**config.mk**
```make
export PLATFORM = sky130hd
export DESIGN_NAME = dotted_ipv4_text_parser_core
export DESIGN_NICKNAME = d
export VERILOG_FILES = /design/src/rtl/dip_pkg.sv /design/src/rtl/dip_front.sv /design/src/rtl/dip_tok_queue.sv /design/src/rtl/dip_back.sv /design/src/rtl/dotted_ipv4_text_parser_core.sv
export VERILOG_INCLUDE_DIRS = /design/src /design/src/rtl
export SDC_FILE = /design/constraint.sdc
export NUM_CORES = 1
export LEC_CHECK = 0
export BUFFER_PORTS_ARGS = -buffer_cell sky130_fd_sc_hd__buf_2
export CORE_ASPECT_RATIO = 0.9
export CORE_MARGIN = 1
export CORE_UTILIZATION = 55
export DETAILED_ROUTE_END_ITERATION = 6
export HOLD_SLACK_MARGIN = 0.02
export PLACE_DENSITY = 0.75
export SLEW_MARGIN = 20
export SYNTH_ARGS = -nofsm -noshare
export SYNTH_HDL_FRONTEND = slang
export SYNTH_SLANG_ARGS = --single-unit
export TNS_END_PERCENT = 30
```
**constraint.sdc**
```tcl
create_clock -name clk -period 4.95 [get_ports clk]
set_input_delay 0.495 -clock clk [delete_from_list [all_inputs] [get_ports clk]]
set_output_delay 0.495 -clock clk [all_outputs]
set_load 0.1 [all_outputs]
```
**src/rtl/dotted_ipv4_text_parser_core_assert.svh**
```systemverilog
// ----------------------------------------------------------------------------
// Assertion macros for the dotted IPv4 text parser
// Clocked concurrent checks, reset-qualified or not, for the parser modules.
// ----------------------------------------------------------------------------
`ifndef DOTTED_IPV4_TEXT_PARSER_CORE_ASSERT_SVH
`define DOTTED_IPV4_TEXT_PARSER_CORE_ASSERT_SVH

// Check prop at every rising edge of clk outside reset.
`define DIP_ASSERT(lbl, prop, msg) \
    lbl: assert property (@(posedge clk) disable iff (!rst_n) (prop)) else $error(msg);

// Check prop at every rising edge of clk, reset included.
`define DIP_ASSERT_ALWAYS(lbl, prop, msg) \
    lbl: assert property (@(posedge clk) (prop)) else $error(msg);

`endif

```
**src/rtl/dip_pkg.sv**
```systemverilog
// ----------------------------------------------------------------------------
// Dotted IPv4 text parser package
// Token, state and queue types, constants and the character classifier.
// ----------------------------------------------------------------------------
package dip_pkg;

    localparam int TOK_Q_DEPTH = 4;
    localparam int TOK_Q_AW    = $clog2(TOK_Q_DEPTH);
    localparam int TOK_Q_CW    = $clog2(TOK_Q_DEPTH + 1);

    // Widest legal last part for two, three and four part forms
    localparam logic [31:0] LAST_LIM_2 = 32'h00ff_ffff;
    localparam logic [31:0] LAST_LIM_3 = 32'h0000_ffff;
    localparam logic [31:0] LAST_LIM_4 = 32'h0000_00ff;

    localparam logic [7:0] CH_NUL  = 8'h00;
    localparam logic [7:0] CH_DOT  = 8'h2e;
    localparam logic [7:0] CH_LO_X = 8'h78;
    localparam logic [7:0] CH_UP_X = 8'h58;
    localparam logic [7:0] CH_SP   = 8'h20;
    localparam logic [7:0] CH_FF   = 8'h0c;
    localparam logic [7:0] CH_LF   = 8'h0a;
    localparam logic [7:0] CH_CR   = 8'h0d;
    localparam logic [7:0] CH_HT   = 8'h09;
    localparam logic [7:0] CH_VT   = 8'h0b;

    typedef enum logic [2:0] {
        TK_DIGIT,
        TK_HEXL,
        TK_DOT,
        TK_NUL,
        TK_WS,
        TK_XCH,
        TK_OTHER
    } tok_kind_t;

    typedef struct packed {
        tok_kind_t  kind;
        logic [3:0] val;
    } token_t;

    typedef struct packed {
        logic   valid;
        token_t tok;
    } tok_beat_t;

    typedef enum logic [2:0] {
        PH_START,
        PH_ZERO,
        PH_DIGITS,
        PH_DONE,
        PH_ERROR
    } phase_t;

    typedef enum logic [1:0] {
        RX_DEC,
        RX_OCT,
        RX_HEX
    } radix_t;

    function automatic token_t classify(input logic [7:0] c);
        token_t t;
        t.kind = TK_OTHER;
        t.val  = 4'd0;
        if (c >= 8'h30 && c <= 8'h39) begin
            t.kind = TK_DIGIT;
            t.val  = c[3:0];
        end else if ((c >= 8'h61 && c <= 8'h66) || (c >= 8'h41 && c <= 8'h46)) begin
            t.kind = TK_HEXL;
            t.val  = c[3:0] + 4'd9;
        end else if (c == CH_DOT) begin
            t.kind = TK_DOT;
        end else if (c == CH_NUL) begin
            t.kind = TK_NUL;
        end else if (c == CH_LO_X || c == CH_UP_X) begin
            t.kind = TK_XCH;
        end else if (c == CH_SP || c == CH_FF || c == CH_LF || c == CH_CR ||
                     c == CH_HT || c == CH_VT) begin
            t.kind = TK_WS;
        end
        return t;
    endfunction

endpackage

```
**src/rtl/dip_front.sv**
```systemverilog
// ----------------------------------------------------------------------------
// Dotted IPv4 parser front end
// Accept characters and register them as classified tokens.
// ----------------------------------------------------------------------------
module dip_front (
    input  logic                clk,
    input  logic                rst_n,
    input  logic                push,
    input  logic [7:0]          ch,
    output logic                full,
    input  logic                q_full,
    output dip_pkg::tok_beat_t  q_wr
);
    import dip_pkg::*;

    logic   valid_reg;
    logic   valid_next;
    token_t tok_reg;
    logic   take;
    logic   drain;

    assign drain = valid_reg && !q_full;
    assign full  = valid_reg && q_full;
    assign take  = push && !full;

    always_comb
    begin
        valid_next = valid_reg;
        if (take)
        begin
            valid_next = 1'b1;
        end
        else if (drain)
        begin
            valid_next = 1'b0;
        end
    end

    always_ff @(posedge clk or negedge rst_n)
    begin
        if (!rst_n)
        begin
            valid_reg <= 1'b0;
        end
        else
        begin
            valid_reg <= valid_next;
        end
    end

    always_ff @(posedge clk)
    begin
        if (take)
        begin
            tok_reg <= classify(ch);
        end
    end

    assign q_wr.valid = drain;
    assign q_wr.tok   = tok_reg;

endmodule

```
**src/rtl/dip_tok_queue.sv**
```systemverilog
// ----------------------------------------------------------------------------
// Dotted IPv4 parser token queue
// Short show-ahead queue of tokens between front end and parser.
// ----------------------------------------------------------------------------
`include "dotted_ipv4_text_parser_core_assert.svh"

module dip_tok_queue (
    input  logic                clk,
    input  logic                rst_n,
    input  dip_pkg::tok_beat_t  wr,
    output logic                q_full,
    output dip_pkg::tok_beat_t  rd,
    input  logic                rd_pop
);
    import dip_pkg::*;

    token_t                mem [TOK_Q_DEPTH];
    logic [TOK_Q_AW-1:0]   wr_ptr_reg;
    logic [TOK_Q_AW-1:0]   rd_ptr_reg;
    logic [TOK_Q_CW-1:0]   count_reg;
    logic [TOK_Q_CW-1:0]   count_next;

    assign q_full   = (count_reg == TOK_Q_CW'(TOK_Q_DEPTH));
    assign rd.valid = (count_reg != '0);
    assign rd.tok   = mem[rd_ptr_reg];

    always_comb
    begin
        count_next = count_reg;
        if (wr.valid && !rd_pop)
        begin
            count_next = count_reg + TOK_Q_CW'(1);
        end
        else if (!wr.valid && rd_pop)
        begin
            count_next = count_reg - TOK_Q_CW'(1);
        end
    end

    always_ff @(posedge clk or negedge rst_n)
    begin
        if (!rst_n)
        begin
            wr_ptr_reg <= '0;
            rd_ptr_reg <= '0;
            count_reg  <= '0;
        end
        else
        begin
            count_reg <= count_next;
            if (wr.valid)
            begin
                wr_ptr_reg <= wr_ptr_reg + TOK_Q_AW'(1);
            end
            if (rd_pop)
            begin
                rd_ptr_reg <= rd_ptr_reg + TOK_Q_AW'(1);
            end
        end
    end

    always_ff @(posedge clk)
    begin
        if (wr.valid)
        begin
            mem[wr_ptr_reg] <= wr.tok;
        end
    end

    `DIP_ASSERT(a_tq_no_overflow, (count_reg == TOK_Q_CW'(TOK_Q_DEPTH)) |-> !wr.valid, "token queue written while full")
    `DIP_ASSERT(a_tq_no_underflow, (count_reg == '0) |-> !rd_pop, "token queue popped while empty")

endmodule

```
**src/rtl/dip_back.sv**
```systemverilog
// ----------------------------------------------------------------------------
// Dotted IPv4 parser back end
// Run the part state machine on tokens and queue finished addresses.
// ----------------------------------------------------------------------------
`include "dotted_ipv4_text_parser_core_assert.svh"

module dip_back (
    input  logic                clk,
    input  logic                rst_n,
    input  dip_pkg::tok_beat_t  rd,
    output logic                rd_pop,
    output logic                empty,
    input  logic                pop,
    output logic [31:0]         address,
    output logic                ok
);
    import dip_pkg::*;

    phase_t      phase_reg;
    phase_t      phase_next;
    radix_t      radix_reg;
    radix_t      radix_next;
    radix_t      eff_radix;
    logic [31:0] acc_reg;
    logic [31:0] acc_next;
    logic [1:0]  part_count_reg;
    logic [1:0]  part_count_next;
    logic [31:0] parts_reg [3];
    logic        part_wr;

    logic [31:0] acc_scaled;
    logic [31:0] acc_digit;
    logic [31:0] fin_addr;
    logic        fin_ok;
    logic        do_step;
    logic        is_nul;

    logic        emit;
    logic [31:0] emit_addr;
    logic        emit_ok;

    logic [31:0] rq_addr_reg [2];
    logic        rq_ok_reg [2];
    logic        rq_wr_ptr_reg;
    logic        rq_rd_ptr_reg;
    logic [1:0]  rq_count_reg;
    logic        rq_pop;

    assign is_nul = (rd.tok.kind == TK_NUL);
    // Stall only a string end while the result queue is full
    assign rd_pop = rd.valid && (!is_nul || rq_count_reg != 2'd2);

    // Right after a leading zero the part continues in octal
    assign eff_radix = (phase_reg == PH_ZERO) ? RX_OCT : radix_reg;

    always_comb
    begin
        case (eff_radix)
            RX_HEX:  acc_scaled = {acc_reg[27:0], 4'd0};
            RX_OCT:  acc_scaled = {acc_reg[28:0], 3'd0};
            default: acc_scaled = {acc_reg[28:0], 3'd0} + {acc_reg[30:0], 1'b0};
        endcase
        acc_digit = acc_scaled + {28'd0, rd.tok.val};
    end

    // Check the last part against its form and merge the stored parts
    always_comb
    begin
        case (part_count_reg)
            2'd0:
            begin
                fin_ok   = 1'b1;
                fin_addr = acc_reg;
            end
            2'd1:
            begin
                fin_ok   = (acc_reg <= LAST_LIM_2);
                fin_addr = acc_reg | {parts_reg[0][7:0], 24'd0};
            end
            2'd2:
            begin
                fin_ok   = (acc_reg <= LAST_LIM_3);
                fin_addr = acc_reg | {parts_reg[0][7:0], 24'd0}
                                   | {parts_reg[1][15:0], 16'd0};
            end
            default:
            begin
                fin_ok   = (acc_reg <= LAST_LIM_4);
                fin_addr = acc_reg | {parts_reg[0][7:0], 24'd0}
                                   | {parts_reg[1][15:0], 16'd0}
                                   | {parts_reg[2][23:0], 8'd0};
            end
        endcase
        if (!fin_ok)
        begin
            fin_addr = '0;
        end
    end

    always_comb
    begin
        phase_next      = phase_reg;
        radix_next      = radix_reg;
        acc_next        = acc_reg;
        part_count_next = part_count_reg;
        part_wr         = 1'b0;
        do_step         = 1'b0;
        emit            = 1'b0;
        emit_addr       = '0;
        emit_ok         = 1'b0;

        if (rd_pop)
        begin
            unique case (phase_reg)
                PH_START:
                begin
                    if (rd.tok.kind == TK_DIGIT)
                    begin
                        if (rd.tok.val == 4'd0)
                        begin
                            phase_next = PH_ZERO;
                            radix_next = RX_OCT;
                            acc_next   = '0;
                        end
                        else
                        begin
                            phase_next = PH_DIGITS;
                            radix_next = RX_DEC;
                            acc_next   = {28'd0, rd.tok.val};
                        end
                    end
                    else if (is_nul)
                    begin
                        emit = 1'b1;
                    end
                    else
                    begin
                        phase_next = PH_ERROR;
                    end
                end
                PH_ZERO:
                begin
                    phase_next = PH_DIGITS;
                    if (rd.tok.kind == TK_XCH)
                    begin
                        radix_next = RX_HEX;
                    end
                    else
                    begin
                        radix_next = RX_OCT;
                        do_step    = 1'b1;
                    end
                end
                PH_DIGITS:
                begin
                    do_step = 1'b1;
                end
                PH_DONE:
                begin
                    if (is_nul)
                    begin
                        emit      = 1'b1;
                        emit_addr = fin_addr;
                        emit_ok   = fin_ok;
                    end
                end
                default:
                begin
                    if (is_nul)
                    begin
                        emit = 1'b1;
                    end
                    else
                    begin
                        phase_next = PH_ERROR;
                    end
                end
            endcase

            if (do_step)
            begin
                case (rd.tok.kind)
                    TK_DIGIT:
                    begin
                        acc_next = acc_digit;
                    end
                    TK_HEXL:
                    begin
                        if (eff_radix == RX_HEX)
                        begin
                            acc_next = acc_digit;
                        end
                        else
                        begin
                            phase_next = PH_ERROR;
                        end
                    end
                    TK_DOT:
                    begin
                        if (part_count_reg == 2'd3)
                        begin
                            phase_next = PH_ERROR;
                        end
                        else
                        begin
                            part_wr         = 1'b1;
                            part_count_next = part_count_reg + 2'd1;
                            phase_next      = PH_START;
                            radix_next      = RX_DEC;
                            acc_next        = '0;
                        end
                    end
                    TK_NUL:
                    begin
                        emit      = 1'b1;
                        emit_addr = fin_addr;
                        emit_ok   = fin_ok;
                    end
                    TK_WS:
                    begin
                        phase_next = PH_DONE;
                    end
                    default:
                    begin
                        phase_next = PH_ERROR;
                    end
                endcase
            end

            // A finished string restarts the parser
            if (emit)
            begin
                phase_next      = PH_START;
                radix_next      = RX_DEC;
                acc_next        = '0;
                part_count_next = 2'd0;
            end
        end
    end

    always_ff @(posedge clk or negedge rst_n)
    begin
        if (!rst_n)
        begin
            phase_reg      <= PH_START;
            radix_reg      <= RX_DEC;
            acc_reg        <= '0;
            part_count_reg <= 2'd0;
        end
        else
        begin
            phase_reg      <= phase_next;
            radix_reg      <= radix_next;
            acc_reg        <= acc_next;
            part_count_reg <= part_count_next;
        end
    end

    always_ff @(posedge clk)
    begin
        if (part_wr)
        begin
            parts_reg[part_count_reg] <= acc_reg;
        end
    end

    // Two-entry result queue
    assign empty   = (rq_count_reg == 2'd0);
    assign rq_pop  = pop && !empty;
    assign address = rq_addr_reg[rq_rd_ptr_reg];
    assign ok      = rq_ok_reg[rq_rd_ptr_reg];

    always_ff @(posedge clk or negedge rst_n)
    begin
        if (!rst_n)
        begin
            rq_wr_ptr_reg <= 1'b0;
            rq_rd_ptr_reg <= 1'b0;
            rq_count_reg  <= 2'd0;
        end
        else
        begin
            if (emit)
            begin
                rq_wr_ptr_reg <= ~rq_wr_ptr_reg;
            end
            if (rq_pop)
            begin
                rq_rd_ptr_reg <= ~rq_rd_ptr_reg;
            end
            if (emit && !rq_pop)
            begin
                rq_count_reg <= rq_count_reg + 2'd1;
            end
            else if (!emit && rq_pop)
            begin
                rq_count_reg <= rq_count_reg - 2'd1;
            end
        end
    end

    always_ff @(posedge clk)
    begin
        if (emit)
        begin
            rq_addr_reg[rq_wr_ptr_reg] <= emit_addr;
            rq_ok_reg[rq_wr_ptr_reg]   <= emit_ok;
        end
    end

    `DIP_ASSERT(a_rq_no_overflow, (rq_count_reg == 2'd2) |-> !emit, "result queue written while full")
    `DIP_ASSERT(a_emit_restart, emit |=> (phase_reg == PH_START && part_count_reg == 2'd0 && acc_reg == '0), "parser not restarted after string end")
    `DIP_ASSERT(a_err_addr_zero, (emit && !emit_ok) |-> (emit_addr == '0), "rejected string carries nonzero address")
    `DIP_ASSERT(a_rq_count_range, rq_count_reg != 2'd3, "result queue count out of range")

endmodule

```
**src/rtl/dotted_ipv4_text_parser_core.sv**
```systemverilog
// ----------------------------------------------------------------------------
// Dotted IPv4 text parser core
// Parse an inet_aton style address string, one character per item.
// ----------------------------------------------------------------------------
//
//   Channel   Handshake          Payload
//   -------   ----------------   ------------------------------------
//   in        push / full        ch[7:0], NUL ends the string
//   out       pop / empty        address[31:0], ok
//
// One character is accepted every cycle while full is low.
// An accepted character passes through the classify register and then
// the token queue before it reaches the parser.
// A result passes from the token queue through the parser into the
// result queue registers, where pop can take it.
// Reset clears all control state; the stored parts are not cleared.
// A full result queue stalls only a NUL; the token queue absorbs it and
// full rises once the queue and the classify register are both occupied.
// ----------------------------------------------------------------------------
module dotted_ipv4_text_parser_core (
    input  logic        clk,
    input  logic        rst_n,
    input  logic        push,
    output logic        full,
    input  logic [7:0]  ch,
    output logic        empty,
    input  logic        pop,
    output logic [31:0] address,
    output logic        ok
);
    import dip_pkg::*;

    tok_beat_t q_wr;
    tok_beat_t q_rd;
    logic      q_full;
    logic      q_pop;

    // Classify each character and hold it for the token queue
    dip_front u_front (
        .clk    (clk),
        .rst_n  (rst_n),
        .push   (push),
        .ch     (ch),
        .full   (full),
        .q_full (q_full),
        .q_wr   (q_wr)
    );

    // Decouple the classifier from the parser
    dip_tok_queue u_tok_queue (
        .clk    (clk),
        .rst_n  (rst_n),
        .wr     (q_wr),
        .q_full (q_full),
        .rd     (q_rd),
        .rd_pop (q_pop)
    );

    // Advance the part state machine and queue finished addresses
    dip_back u_back (
        .clk     (clk),
        .rst_n   (rst_n),
        .rd      (q_rd),
        .rd_pop  (q_pop),
        .empty   (empty),
        .pop     (pop),
        .address (address),
        .ok      (ok)
    );

endmodule

```
# ---- Yosys cells after proc, flatten, opt, wreduce, memory -nomap -nowiden
# Memory sizes are Yosys's and may differ from the RTL's.
# Cells that the tools add are included.
dict set report totals {
  in_bits 12
  wordCells 191
  n_memories 4
  ramBits 190
  output_inout_bits 35
  regBits 58
}
# name words word_bits rd rd_ports_with_merged_regs write_ports line
set memory_table {}
lappend memory_table {u_back.parts_reg 3 32 3 0 1 dip_back.sv:28} ;# logic [31:0] parts_reg [3];
lappend memory_table {u_back.rq_addr_reg 2 32 1 0 1 dip_back.sv:42} ;# logic [31:0] rq_addr_reg [2];
lappend memory_table {u_tok_queue.mem 4 7 1 0 1 dip_tok_queue.sv:17} ;# token_t mem [TOK_Q_DEPTH];
lappend memory_table {u_back.rq_ok_reg 2 1 1 0 1 dip_back.sv:43} ;# logic rq_ok_reg [2];
dict set report op_classes {
  eq_ne 25
  n_lt_le_gt_ge 9
  reduce_logical 46
  n_mux 77
  n_bitwise 5
  add_sub_neg 10
}
# cell n
set op_table {}
lappend op_table {{$mux W32} 12}
lappend op_table {{$pmux W32 S3} 2}
lappend op_table {{$or A32 B32 Y32} 3}
lappend op_table {{$pmux W32 S2} 1}
lappend op_table {{$eq A8 B4 Y1 const B} 5}
lappend op_table {{$mux W2} 18}
lappend op_table {{$add A32 B32 Y32} 1}
lappend op_table {{$add A32 B4 Y32} 1}
lappend op_table {{$le A32 B16 Y1 const B} 1}
lappend op_table {{$le A32 B24 Y1 const B} 1}
lappend op_table {{$le A32 B8 Y1 const B} 1}
lappend op_table {{$mux W1} 27}
lappend op_table {{$mux W3} 8}
lappend op_table {{$eq A8 B6 Y1 const B} 2}
lappend op_table {{$eq A8 B7 Y1 const B} 2}
lappend op_table {{$ge A8 B7 Y1 const B} 2}
lappend op_table {{$le A8 B7 Y1 const B} 2}
lappend op_table {{$eq A3 B2 Y1 const B} 4}
lappend op_table {{$logic_and A1 B1 Y1} 12}
lappend op_table {{$mux W4} 3}
lappend op_table {{$pmux W3 S4} 1}
lappend op_table {{$reduce_bool A2 Y1} 5}
lappend op_table {{$eq A3 B3 Y1 const B} 3}
lappend op_table {{$pmux W3 S3} 1}
lappend op_table {{other kinds (25)} 54}

# ---- Logic depth before layout (Yosys ltp)
# Gate-level depths: netlist of the first run.
# An unclocked memory read counts as a cell.
dict set report logic_depth {
  depth_word 13
  depth_mapped 22
  mapped_depth_nobuf 17
}

# ---- Modules after synthesis
# Synthesis of the first run repeated with hierarchy kept, for this count alone.
dict set report unflattened {
  hier_cells 1133
  hier_area_um2 11801.3
}
# mod area_per_inst_um2 n_inst seq_area_each_um2 cells_each
set by_module_without_submodules {}
lappend by_module_without_submodules {dip_back 9779.4 1 4499.3 1007}
lappend by_module_without_submodules {dip_tok_queue 1406.3 1 1016.0 71}
lappend by_module_without_submodules {dip_front 615.6 1 235.2 55}

# ---- Least setup slack after synthesis of the first run
# No wires, ideal clock.
dict set report synth_path {
  path_type {register to register}
  start {reg u_back.phase_reg[1]}
  end {reg u_back.acc_reg[27]}
  path_slack_ps -187
  t_arrival_ps 5016
  stages_incl_launch_ff 22
  period_less_slack_ps 5137
  path_buffers 6
  setup_time_ps 121
  cell_sequence {dfrtp_1 > clkbuf_1 > nor2_1 > and2_1 > or2_2 > ha_1 > buf_2 > buf_1 > clkbuf_1 > clkbuf_1 > clkbuf_1 > o21ai_0 > ha_1 > a21oi_1 > nor2_1 > and3_4 > nand4b_1 > nor3b_2 > nand2_1 > or3_1 > xor2_1 > a22o_1}
}
dict set report synth_via {
  elab_chain_cells 9
  elab_cells_between_ends 21
  classes_between {1 x add/sub; 4 x eq/ne; 14 x mux; 2 x reduce/logical}
}
# element line
set synth_lines {}
lappend synth_lines {{from (decl)} dip_back.sv:19} ;# phase_t phase_reg;
lappend synth_lines {{from (signal assigned)} dip_back.sv:252} ;# phase_reg <= phase_next;
lappend synth_lines {{$eq A3 B1 Y1} {dip_back.sv:54, dip_back.sv:114}}
lappend synth_lines {{$mux W2} dip_back.sv:54} ;# assign eff_radix = (phase_reg == PH_ZERO) ? RX_OCT : radix_reg;
lappend synth_lines {{$eq A2 B1 Y1 / $eq A2 B2 Y1 (equally long branches)} {dip_back.sv:58, dip_back.sv:189}}
lappend synth_lines {{$pmux W32 S2} dip_back.sv:58} ;# case (eff_radix)
lappend synth_lines {{$add A32 B4 Y32} dip_back.sv:63} ;# acc_digit = acc_scaled + {28'd0, rd.tok.val};
lappend synth_lines {{$mux W32} dip_back.sv:189} ;# if (eff_radix == RX_HEX)
lappend synth_lines {{$pmux W32 S3} dip_back.sv:182} ;# case (rd.tok.kind)
lappend synth_lines {{$mux W32} dip_back.sv:180} ;# if (do_step)
lappend synth_lines {{$mux W32 (*)} dip_back.sv:231} ;# if (emit)
lappend synth_lines {{to (signal assigned)} dip_back.sv:254} ;# acc_reg <= acc_next;
lappend synth_lines {{to (decl)} dip_back.sv:24} ;# logic [31:0] acc_reg;
# Every way passes the cells marked *; elsewhere a longest branch is shown, timed or not. The select of a mux whose other input is x is not followed.
# A chain may end at the register's enable or synchronous reset.

# ---- Final worst setup path of the first run
dict set report layout_path {
  start {reg u_back.phase_reg[2]}
  end {reg u_back.acc_reg[27]}
}
# Same word-level chain as after synthesis.

==> reports/metrics.yaml, run 1 <==
ir_worst_vdd_mv: 0.299
switching_power_mw: 2.59
fin_nets: 1160
syn-cell-area_um2: 11500
grt_usage_pct: 26.0
postCtsHoldBufs: 0
cts_tree: "done"
place_area_um2: 11900
hold_viol: 0
setup_violations: 0
min_path_type: "input pin to asynchronous set/reset pin"
tightest_slew_ps: 1050
ys_ff_latch: 200
drt-initial-drc-count: 894
synth_cell_types: 86
post_cts_resize_count: 0
numCtsBuffers: 17
timing.hold.ws_ps: 178
sw_frac_of_total_pct: 43.3
intPower_mw: 3.38
r2r-start: "u_back.phase_reg[2]"
fmaxAchievable_mhz: 229
die_h_um: 139
synth-main-ff-cell: "edfxtp_1"
core_area_um2: 20200
critical_path_class: "flip-flop to flip-flop"
io_buffers: 46
cp.required_ps: 5280
cts_setup_buffers: 0
period_minus_slack_ps: 4380
critPathCaptureType: "flip-flop"
finalSetupTns_ps: 0
n_antenna_cell: 0
rows: 49
power-per-cell-area_nw_per_um2: 478
outcome: "finished clean"
num_vias: 8692
synthArstFlopShare_pct: 25.5
die_x_um: 154
preCtsSetupSlack_ps: 668
fp.dieArea_um2: 21400
max_cap_violations: 0
synth-edff-count: 149
syn_area_per_cell_um2: 10.7
rsz0062_at_grt: "false"
yosysSeqAreaShare_pct: 50.1
gp_congestion: 0.888
grt_pass1_wl_mm: 43.4
slew_viol_final: 0
startpoint: "u_back.phase_reg[2]"
fin_area_um2: 12500
power_frac_comb_pct: 39.8
area_growth_pct: 8.73
cp.arrival_ps: 4710
clockRootBuffer: "clkbuf_16"
drive_gt1_share_pct: 14.9
clk_pin_slew_worst_paths_ps: 70
p_seq_share_pct: 37.5
clock-sinks: 200
fin_ws_ps: 575
syn-num-nets: 1137
cp_max_fo: 57
total_power_mw: 5.97
grt_max_degree: 58
finalWirelength_mm: 27.1
fin_crit_sh_pct: 88.4
synth_cells: 1073
clock_path_buffers: 2
drc_errors: 0
slew_headroom_pct: 30.2
io_pins: 47
clk_latency_ps: 440
grt_pass1_vias: 8299
first_pass_iters: 5
largest_reg_flops: 64
pwr-share-clk_pct: 22.6
ys_warn_count: 0
viasPerCell: 6.37
grt_overflow: 0
wl_per_cell_um: 19.8
initial_core_util_pct: 56.7
antenna_found_initial: 0
hpwl_mm: 18.7
power_leakage_nw: 4.70
ant_nets: 0
fin_skew_ps: 14.6
htreeDepth: 4
cp-start-kind: "flip-flop"
==> worst max-delay path, cell delays in order, from the launching register on <==
cell and delay (ps):
dfrtp_1 450, nor2_1 100, and2_1 180, or2_2 290, ha_1 340, buf_4 470
a221o_1 180, o21ai_0 160, nor2_1 360, and3_4 290, nand4b_1 200, nor3b_2 380
nand2_1 190, or3_1 350, xor2_1 150, a22o_1 170
==> area by class of cell <==
type | instances | area (µm²)
timing repair buffer | 57 | 313
inverter | 33 | 124
clock inverter | 15 | 146
tap | 255 | 319
sequential | 200 | 5750
multi-input combinational | 787 | 5400
fill | 1622 | 7760
clock buffer | 17 | 425
==> routing by layer <==
| layer | share of wire (%) | wire length [µm] | global-route usage [%] | up-vias |
|---|---|---|---|---|
| met5 | 0 | 0 | 0 | - |
| met3 | 7.7 | 2070 | 5.66 | 55 |
| met2 | 47 | 12600 | 41.4 | 343 |
| met4 | 1.9 | 504 | 8.37 | 0 |
| li1 | - | - | - | 4098 |
| met1 | 44 | 11900 | 35.5 | 4196 |
==> synth_stat cells (all sizes together) (9+ instances only) <==
cell / instances / area (µm²)
nand2: 89 / 334
a221oi: 17 / 155
nand4: 12 / 81.3
nand3: 21 / 110
o21ai: 67 / 343
and3: 9 / 61.3
nor3: 17 / 116
o22ai: 9 / 56.3
ha: 49 / 613
edfxtp: 149 / 4470
buf: 15 / 73.8
dfrtp: 51 / 1280
nor4: 9 / 71.3
a21oi: 95 / 479
a211oi: 10 / 90.1
a21o: 12 / 90.1
a31oi: 9 / 56.3
xor2: 20 / 175
nor2: 112 / 420
and2: 18 / 113
inv: 33 / 124
xnor2: 31 / 272
mux2: 34 / 383
clkbuf: 38 / 143
==> power groups by stage <==
| stage | Combinational [mW] | Clock, mW | Sequential [mW] |
|---|---|---|---|
| 3_3_place_gp | 2.33 | 0 | 2.26 |
| 3_5_place_dp | 2.36 | 0 | 2.28 |
| 4_1_cts | 2.38 | 1.36 | 2.24 |
| 2_1_floorplan | 2.00 | 0 | 2.19 |
| 5_1_grt | 2.53 | 1.43 | 2.27 |
| 6_report | 2.38 | 1.35 | 2.24 |
==> cells in the final DEF, fill, tap and decap left out, types with 10 or more instances in the layout <==
cell,count
ha_1,49
buf_4,11
inv_1,33
a21o_1,12
nor2_1,110
nor3_1,12
nand3_1,20
mux2_2,34
xor2_1,20
clkbuf_16,17
buf_2,46
nand2_1,89
xnor2_1,31
nand4_1,11
and2_1,18
edfxtp_1,149
o21ai_1,10
o21ai_0,55
a221oi_1,16
dfrtp_1,51
a21oi_1,94
==> through the flow <==
stage	util [%]	cells
floorplan	-	1073
global placement	58.8	1332
global route	61.7	1364
finish	61.7	1364
detailed placement	58.8	1332
CTS	61.7	1364
==> worst paths after layout <==
check,to,slack [ps],depth (start not counted)
max in group asynchronous,u_back.acc_reg[10],4300,2
max,u_back.acc_reg[27],570,15
min,u_tok_queue.wr_ptr_reg[1],180,2
max reg2reg,u_back.acc_reg[27],570,15
min reg2reg,u_tok_queue.mem[0][1],500,0
min in group clk,u_front.valid_reg,270,2
==> logic make-up (layout without fill, tap and decap cells) <==
group,Yosys count,after routing,share of synthesized area (%)
AOI/OAI and AO/OA,296,296,17.0
xor gates and xnor gates,51,51,3.89
adders and majority gates,52,52,5.87
buffers and inverters,86,122,2.97
DFF,200,200,50.1
muxes,46,46,5.15
and+or+nand+nor,342,342,15.0
No activity file was read; power rests on OpenSTA's default activity.
==> run 2: changes to the inputs <==
--- a/config.mk
+++ b/config.mk
@@ -12,7 +12,7 @@
 export CORE_UTILIZATION = 55
 export DETAILED_ROUTE_END_ITERATION = 6
 export HOLD_SLACK_MARGIN = 0.02
-export PLACE_DENSITY = 0.75
+export PLACE_DENSITY = 0.72
 export SLEW_MARGIN = 20
 export SYNTH_ARGS = -nofsm -noshare
 export SYNTH_HDL_FRONTEND = slang
==> constraint.sdc (replaced) <==
create_clock -name clk -period 5.1 [get_ports clk]
set_input_delay 0.51 -clock clk [delete_from_list [all_inputs] [get_ports clk]]
set_output_delay 0.51 -clock clk [all_outputs]
set_load 0.1 [all_outputs]
==> run 2 against run 1 <==
Compared with the run above:
- clock power grew 7%
- total power is essentially flat
- combinational power is essentially flat
- count of clock-buffer cells in the layout is the same
- design area grew 1.0%
- final cell count grew 0.51%
- sequential cell count is the same
- register-to-register slack gained 110 ps
==> reports/metrics.yaml, run 2 (synthesis gave the netlist of run 1 again) <==
outcome: "finished clean"
setup_violations: 0  # unchanged
fin_area_um2: 12600  # +1.0%
finalSetupTns_ps: 0  # unchanged
ant_nets: 0  # unchanged
slowest_delay_ps: 480  # about the same
final_cell_mix: "edfxtp_1 (149), nor2_1 (110), a21oi_1 (94)"
min_path_type: "input pin to asynchronous set/reset pin"
area_growth_pct: 9.84
place_area_um2: 11900  # +0.38%
fmaxAchievable_mhz: 226  # -0.97%
rows: 49  # unchanged
core_area_um2: 20200  # unchanged
p_seq_share_pct: 36.1  # -1.4 points
fin_nets: 1167  # +0.60%
grt_overflow: 0  # unchanged
finalWirelength_mm: 28.1  # +3.7%
clock-sinks: 200  # unchanged
post_cts_resize_count: 0  # unchanged
worstPathBufferInverterCount: 1  # unchanged
max_cap_violations: 0  # unchanged
sw_frac_of_total_pct: 43.9  # +0.52 points
drc_errors: 0  # unchanged
grt_usage_pct: 27.0  # +1.0 points
clockRootBuffer: "clkbuf_16"
hold_viol: 0  # unchanged
multi_input_area_um2: 5390  # -0.14%
antenna_found_initial: 0  # unchanged
critPathCaptureType: "flip-flop"
clock_path_buffers: 2  # unchanged
power_frac_comb_pct: 39.5  # -0.3 points
wl_per_cell_um: 20.5  # +3.2%
fin_skew_ps: 11.6  # -2.97 ps
cp.required_ps: 5430  # +150 ps
cts_tree: "done"
critPathTopFamily: "simple AND/OR/NAND/NOR gates"
ir_worst_vdd_mv: 0.313  # +4.7%
clk_latency_ps: 450  # about the same
fin_crit_sh_pct: 86.6  # -1.8 points
die_x_um: 154  # unchanged
crit_path_frequent_cell: "nor2_1"
fin_ws_ps: 682  # +107 ps
io_buffers: 46  # unchanged
clk_pin_slew_worst_paths_ps: 80  # about the same
reg2regPathDepth: 16  # +1
final_common_cell: "edfxtp_1"
fp.dieArea_um2: 21400  # unchanged
numCtsBuffers: 17  # unchanged
tightest_slew_ps: 1070  # +24.2 ps
cp_num_cells: 16  # +1
grt_max_degree: 52  # -10%
preCtsSetupSlack_ps: 734  # +66.2 ps
grt_pass1_vias: 8329  # +0.36%
grt_pass1_wl_mm: 45.1  # +3.8%
fillers: 1651  # +1.8%
pwr-share-clk_pct: 24.3  # +1.7 points
postCtsHoldBufs: 0  # unchanged
slew_viol_final: 0  # unchanged
first_pass_iters: 5  # unchanged
largest_reg_flops: 64  # unchanged
crit_chain: "nor2_1, and2_1, or2_2, ha_2, buf_4, o21ai_0, ha_1, a21oi_1, nor2_1, and3_4, nand4b_1, nor3b_2, nand2_1, or3_1, xor2_1, a22o_1"
cp-start-kind: "flip-flop"
htreeDepth: 4  # unchanged
cts_setup_buffers: 0  # unchanged
power_leakage_nw: 4.77  # +1.5%
crit_slowest_cell: "dfrtp_1"
rsz0062_at_grt: "false"
num_vias: 8890  # +2.3%
die_h_um: 139  # unchanged
initial_core_util_pct: 56.7  # unchanged
switching_power_mw: 2.62  # +1.1%
drt-initial-drc-count: 782  # -13%
period_minus_slack_ps: 4420  # +42.8 ps
n_antenna_cell: 0  # unchanged
power-per-cell-area_nw_per_um2: 473  # -1.1%
gp_congestion: 0.925  # +4.1%
viasPerCell: 6.48  # +1.8%
intPower_mw: 3.35  # -1.0%
cp_max_fo: 33  # -42%
critical_path_class: "flip-flop to flip-flop"
total_power_mw: 5.96  # about the same
cp.arrival_ps: 4750  # +40 ps
io_pins: 47  # unchanged
hpwl_mm: 19.8  # +5.6%
drive_gt1_share_pct: 15.5  # +0.62 points
slew_headroom_pct: 28.5  # -1.6 points
register_area_um2: 5750  # unchanged
-- run 2: changes by cell type in the layout (fill, tap and decap cells not counted), sizes merged --
cell      previous run  this run
buf                 57        64
inv                 37        42
clkinvlp             3         0
clkinv               7         5
-- run 2: metal layers --
layer / share of wire, % / vias to the layer above / track usage [%]
met5: 0 / - / 0
met4: 2.0 / 0 / 8.89
met3: 8.4 / 42 / 4.94
met2: 47 / 423 / 42.9
met1: 43 / 4325 / 37.6
li1: - / 4100 / -
-- run 2: final timing paths --
kind / startpoint / end / slack, ps
worst max-delay path: u_back.phase_reg[1] / u_back.acc_reg[27] / 680
worst min-delay path: rst_n / u_tok_queue.wr_ptr_reg[0] / 180
worst max register to register: u_back.phase_reg[1] / u_back.acc_reg[27] / 680
worst min register to register: u_front.q_wr[5] / u_tok_queue.mem[2][5] / 510
max in group asynchronous: rst_n / u_back.acc_reg[31] / 4400
min in group clk: push / u_front.valid_reg / 270
-- run 2: area by class of cell --
cell class	instances	share of cell area [%]
flip-flops and latches	200	45.6
multi-input cells	787	42.8
clock buffers	17	3.38
repair buffers	64	2.90
well taps	255	2.53
clock inverters	15	1.81
inverters	33	0.983
-- run 2: power by group through the flow --
stage / logic [mW] / clock network [mW] / registers, mW
4_1_cts: 2.35 / 1.46 / 2.16
5_1_grt: 2.52 / 1.52 / 2.18
3_5_place_dp: 2.34 / 0 / 2.19
6_report: 2.36 / 1.45 / 2.16
3_3_place_gp: 2.32 / 0 / 2.18
2_1_floorplan: 1.94 / 0 / 2.13
-- run 2: worst register-to-register path, stage by stage (launching register included) --
cell	delay [ps]
dfrtp_1	480
nor2_1	90
and2_1	180
or2_2	290
ha_2	360
buf_4	320
o21ai_0	160
ha_1	340
a21oi_1	70
nor2_1	300
and3_4	290
nand4b_1	180
nor3b_2	380
nand2_1	180
or3_1	350
xor2_1	150
a22o_1	180
-- run 2: metrics by stage --
step | util, % | std cells | hold slack [ps]
after global routing | 62.3 | 1371 | 247
after floorplan | - | 1073 | 214
after CTS | 62.3 | 1371 | 222
final | 62.3 | 1371 | 179
after global placement | 59.1 | 1339 | 477
after detailed placement | 59.1 | 1339 | 492
==> run 3: changes to the inputs <==
==> constraint.sdc (replaced) <==
create_clock -name clk -period 5.3 [get_ports clk]
set_input_delay 0.53 -clock clk [delete_from_list [all_inputs] [get_ports clk]]
set_output_delay 0.53 -clock clk [all_outputs]
set_load 0.1 [all_outputs]
==> run 3 against run 2 <==
Compared with the run above:
- routed wire length down 3.1%
- setup slack better by 72 ps
- maximum frequency down 2.8%
- clock skew down 2.8 ps
- first-iteration DRC count down 10%
- critical endpoint unchanged
==> reports/metrics.yaml, run 3 (synthesis gave the netlist of run 1 again) <==
outcome: "finished clean"
io_pins: 47  # unchanged
grt_max_degree: 60  # +15%
rows: 49  # unchanged
antenna_found_initial: 0  # unchanged
grt_pass1_vias: 8238  # -1.1%
rsz0062_at_grt: "false"
viasPerCell: 6.37  # -1.7%
slowest_delay_ps: 460  # -20 ps
cts_tree: "done"
final_cell_mix: "edfxtp_1 (149), nor2_1 (110), a21oi_1 (94)"
hold_viol: 0  # unchanged
setup_violations: 0  # unchanged
period_minus_slack_ps: 4550  # +128 ps
die_x_um: 154  # unchanged
clk_pin_slew_worst_paths_ps: 70  # about the same
clock-sinks: 200  # unchanged
clk_latency_ps: 440  # about the same
fmaxAchievable_mhz: 220  # -2.8%
core_area_um2: 20200  # unchanged
fp.dieArea_um2: 21400  # unchanged
slew_headroom_pct: 31.5  # +3.0 points
min_path_type: "input pin to asynchronous set/reset pin"
critical_path_class: "flip-flop to flip-flop"
gp_congestion: 0.898  # -3.0%
crit_chain: "nor2_1, and2_1, or2_2, ha_2, buf_4, o21ai_0, ha_1, a21oi_1, nor2_1, and3_4, nand4b_1, nor3b_2, nand2_1, or3_1, xor2_1, a22o_1"
area_growth_pct: 8.36
drt-initial-drc-count: 702  # -10%
grt_overflow: 0  # unchanged
drc_errors: 0  # unchanged
grt_usage_pct: 26.1  # -0.94 points
power-per-cell-area_nw_per_um2: 445  # -6.0%
fin_ws_ps: 754  # +72.0 ps
clock_path_buffers: 2  # unchanged
cts_setup_buffers: 0  # unchanged
fin_nets: 1159  # -0.69%
die_h_um: 139  # unchanged
cp.required_ps: 5620  # +190 ps
fin_area_um2: 12400  # -1.3%
cp.arrival_ps: 4870  # +120 ps
numCtsBuffers: 17  # unchanged
cp_max_fo: 59  # +79%
io_buffers: 46  # unchanged
preCtsSetupSlack_ps: 752  # +17.3 ps
drive_gt1_share_pct: 14.7  # -0.79 points
place_area_um2: 11900  # -0.50%
finalSetupTns_ps: 0  # unchanged
crit_path_frequent_cell: "nor2_1"
fillers: 1617  # -2.1%
grt_pass1_wl_mm: 43.6  # -3.3%
crit_slowest_cell: "dfrtp_1"
largest_reg_flops: 64  # unchanged
wl_per_cell_um: 19.9  # -2.6%
clockRootBuffer: "clkbuf_16"
hpwl_mm: 19.3  # -2.3%
htreeDepth: 4  # unchanged
final_common_cell: "edfxtp_1"
max_cap_violations: 0  # unchanged
power_leakage_nw: 4.68  # -1.9%
tightest_slew_ps: 1030  # -44.3 ps
ir_worst_vdd_mv: 0.260  # -17%
finalWirelength_mm: 27.2  # -3.1%
reg2regPathDepth: 16  # unchanged
ant_nets: 0  # unchanged
postCtsHoldBufs: 0  # unchanged
initial_core_util_pct: 56.7  # unchanged
fin_crit_sh_pct: 85.8  # -0.85 points
fin_skew_ps: 8.84  # -2.79 ps
slew_viol_final: 0  # unchanged
first_pass_iters: 5  # unchanged
cp-start-kind: "flip-flop"
post_cts_resize_count: 0  # unchanged
num_vias: 8684  # -2.3%
n_antenna_cell: 0  # unchanged
critPathCaptureType: "flip-flop"
-- run 3: cell count changes in the layout (fill, tap and decap cells not counted) --
cell        before  now
buf_4           18   10
bufinv_16        1    0
clkinv_1         0    2
clkinv_2         0    2
clkinv_4         0    3
clkinv_8         5    0
clkinvlp_4       0    2
inv_12           4    0
inv_6            2    3
-- run 3: layout make-up --
class / instances / area (µm²) / share of cell area [%]
tap: 255 / 319 / 2.57
clock buffer: 17 / 425 / 3.42
inverter: 33 / 124 / 0.996
timing repair buffer: 56 / 305 / 2.46
clock inverter: 15 / 119 / 0.956
multi-input combinational: 787 / 5390 / 43.4
sequential: 200 / 5750 / 46.3
-- run 3: worst max-delay path, delay by kind of cell (launching register included) --
family | cells | cell delay, ps
and+or+nand+nor | 9 | 2230
adders and majority gates | 2 | 670
DFF | 1 | 460
buffers and inverters | 1 | 460
AOI/OAI and AO/OA | 3 | 430
xor gates and xnor gates | 1 | 150
-- run 3: final timing paths --
path	startpoint	endpoint	slack [ps]
setup / recovery	u_back.phase_reg[1]	u_back.acc_reg[27]	750
hold / removal	rst_n	u_back.acc_reg[10]	210
setup reg to reg	u_back.phase_reg[1]	u_back.acc_reg[27]	750
hold reg to reg	u_back.radix_reg[1]	u_back.radix_reg[1]	500
max in group asynchronous	rst_n	u_back.acc_reg[24]	4580
min in group clk	push	u_front.valid_reg	300
-- run 3: report_power, final --
| group | internal, mW | switching (mW) | total (mW) |
|---|---|---|---|
| Clock | 0.612 | 0.608 | 1.22 |
| Sequential | 1.93 | 0.173 | 2.10 |
| Combinational | 0.572 | 1.64 | 2.21 |
| Total | 3.11 | 2.42 | 5.53 |
-- run 3: layer usage --
metal	track usage [%]	up-vias	part of all wire [%]
met5	0	-	0
met3	4.41	36	7.2
met1	37.4	4210	45
li1	-	4100	-
met2	41.6	338	46
met4	6.11	0	1.3
-- run 3: per-stage QoR --
step	power, mW	hold WS (ps)	instances	util (%)
after global placement	4.30	481	1331	58.8
after detailed placement	4.33	482	1331	58.8
final	5.53	208	1363	61.5
after floorplan	3.92	234	1073	-
after global routing	5.76	263	1363	61.5
after CTS	5.53	240	1363	61.5
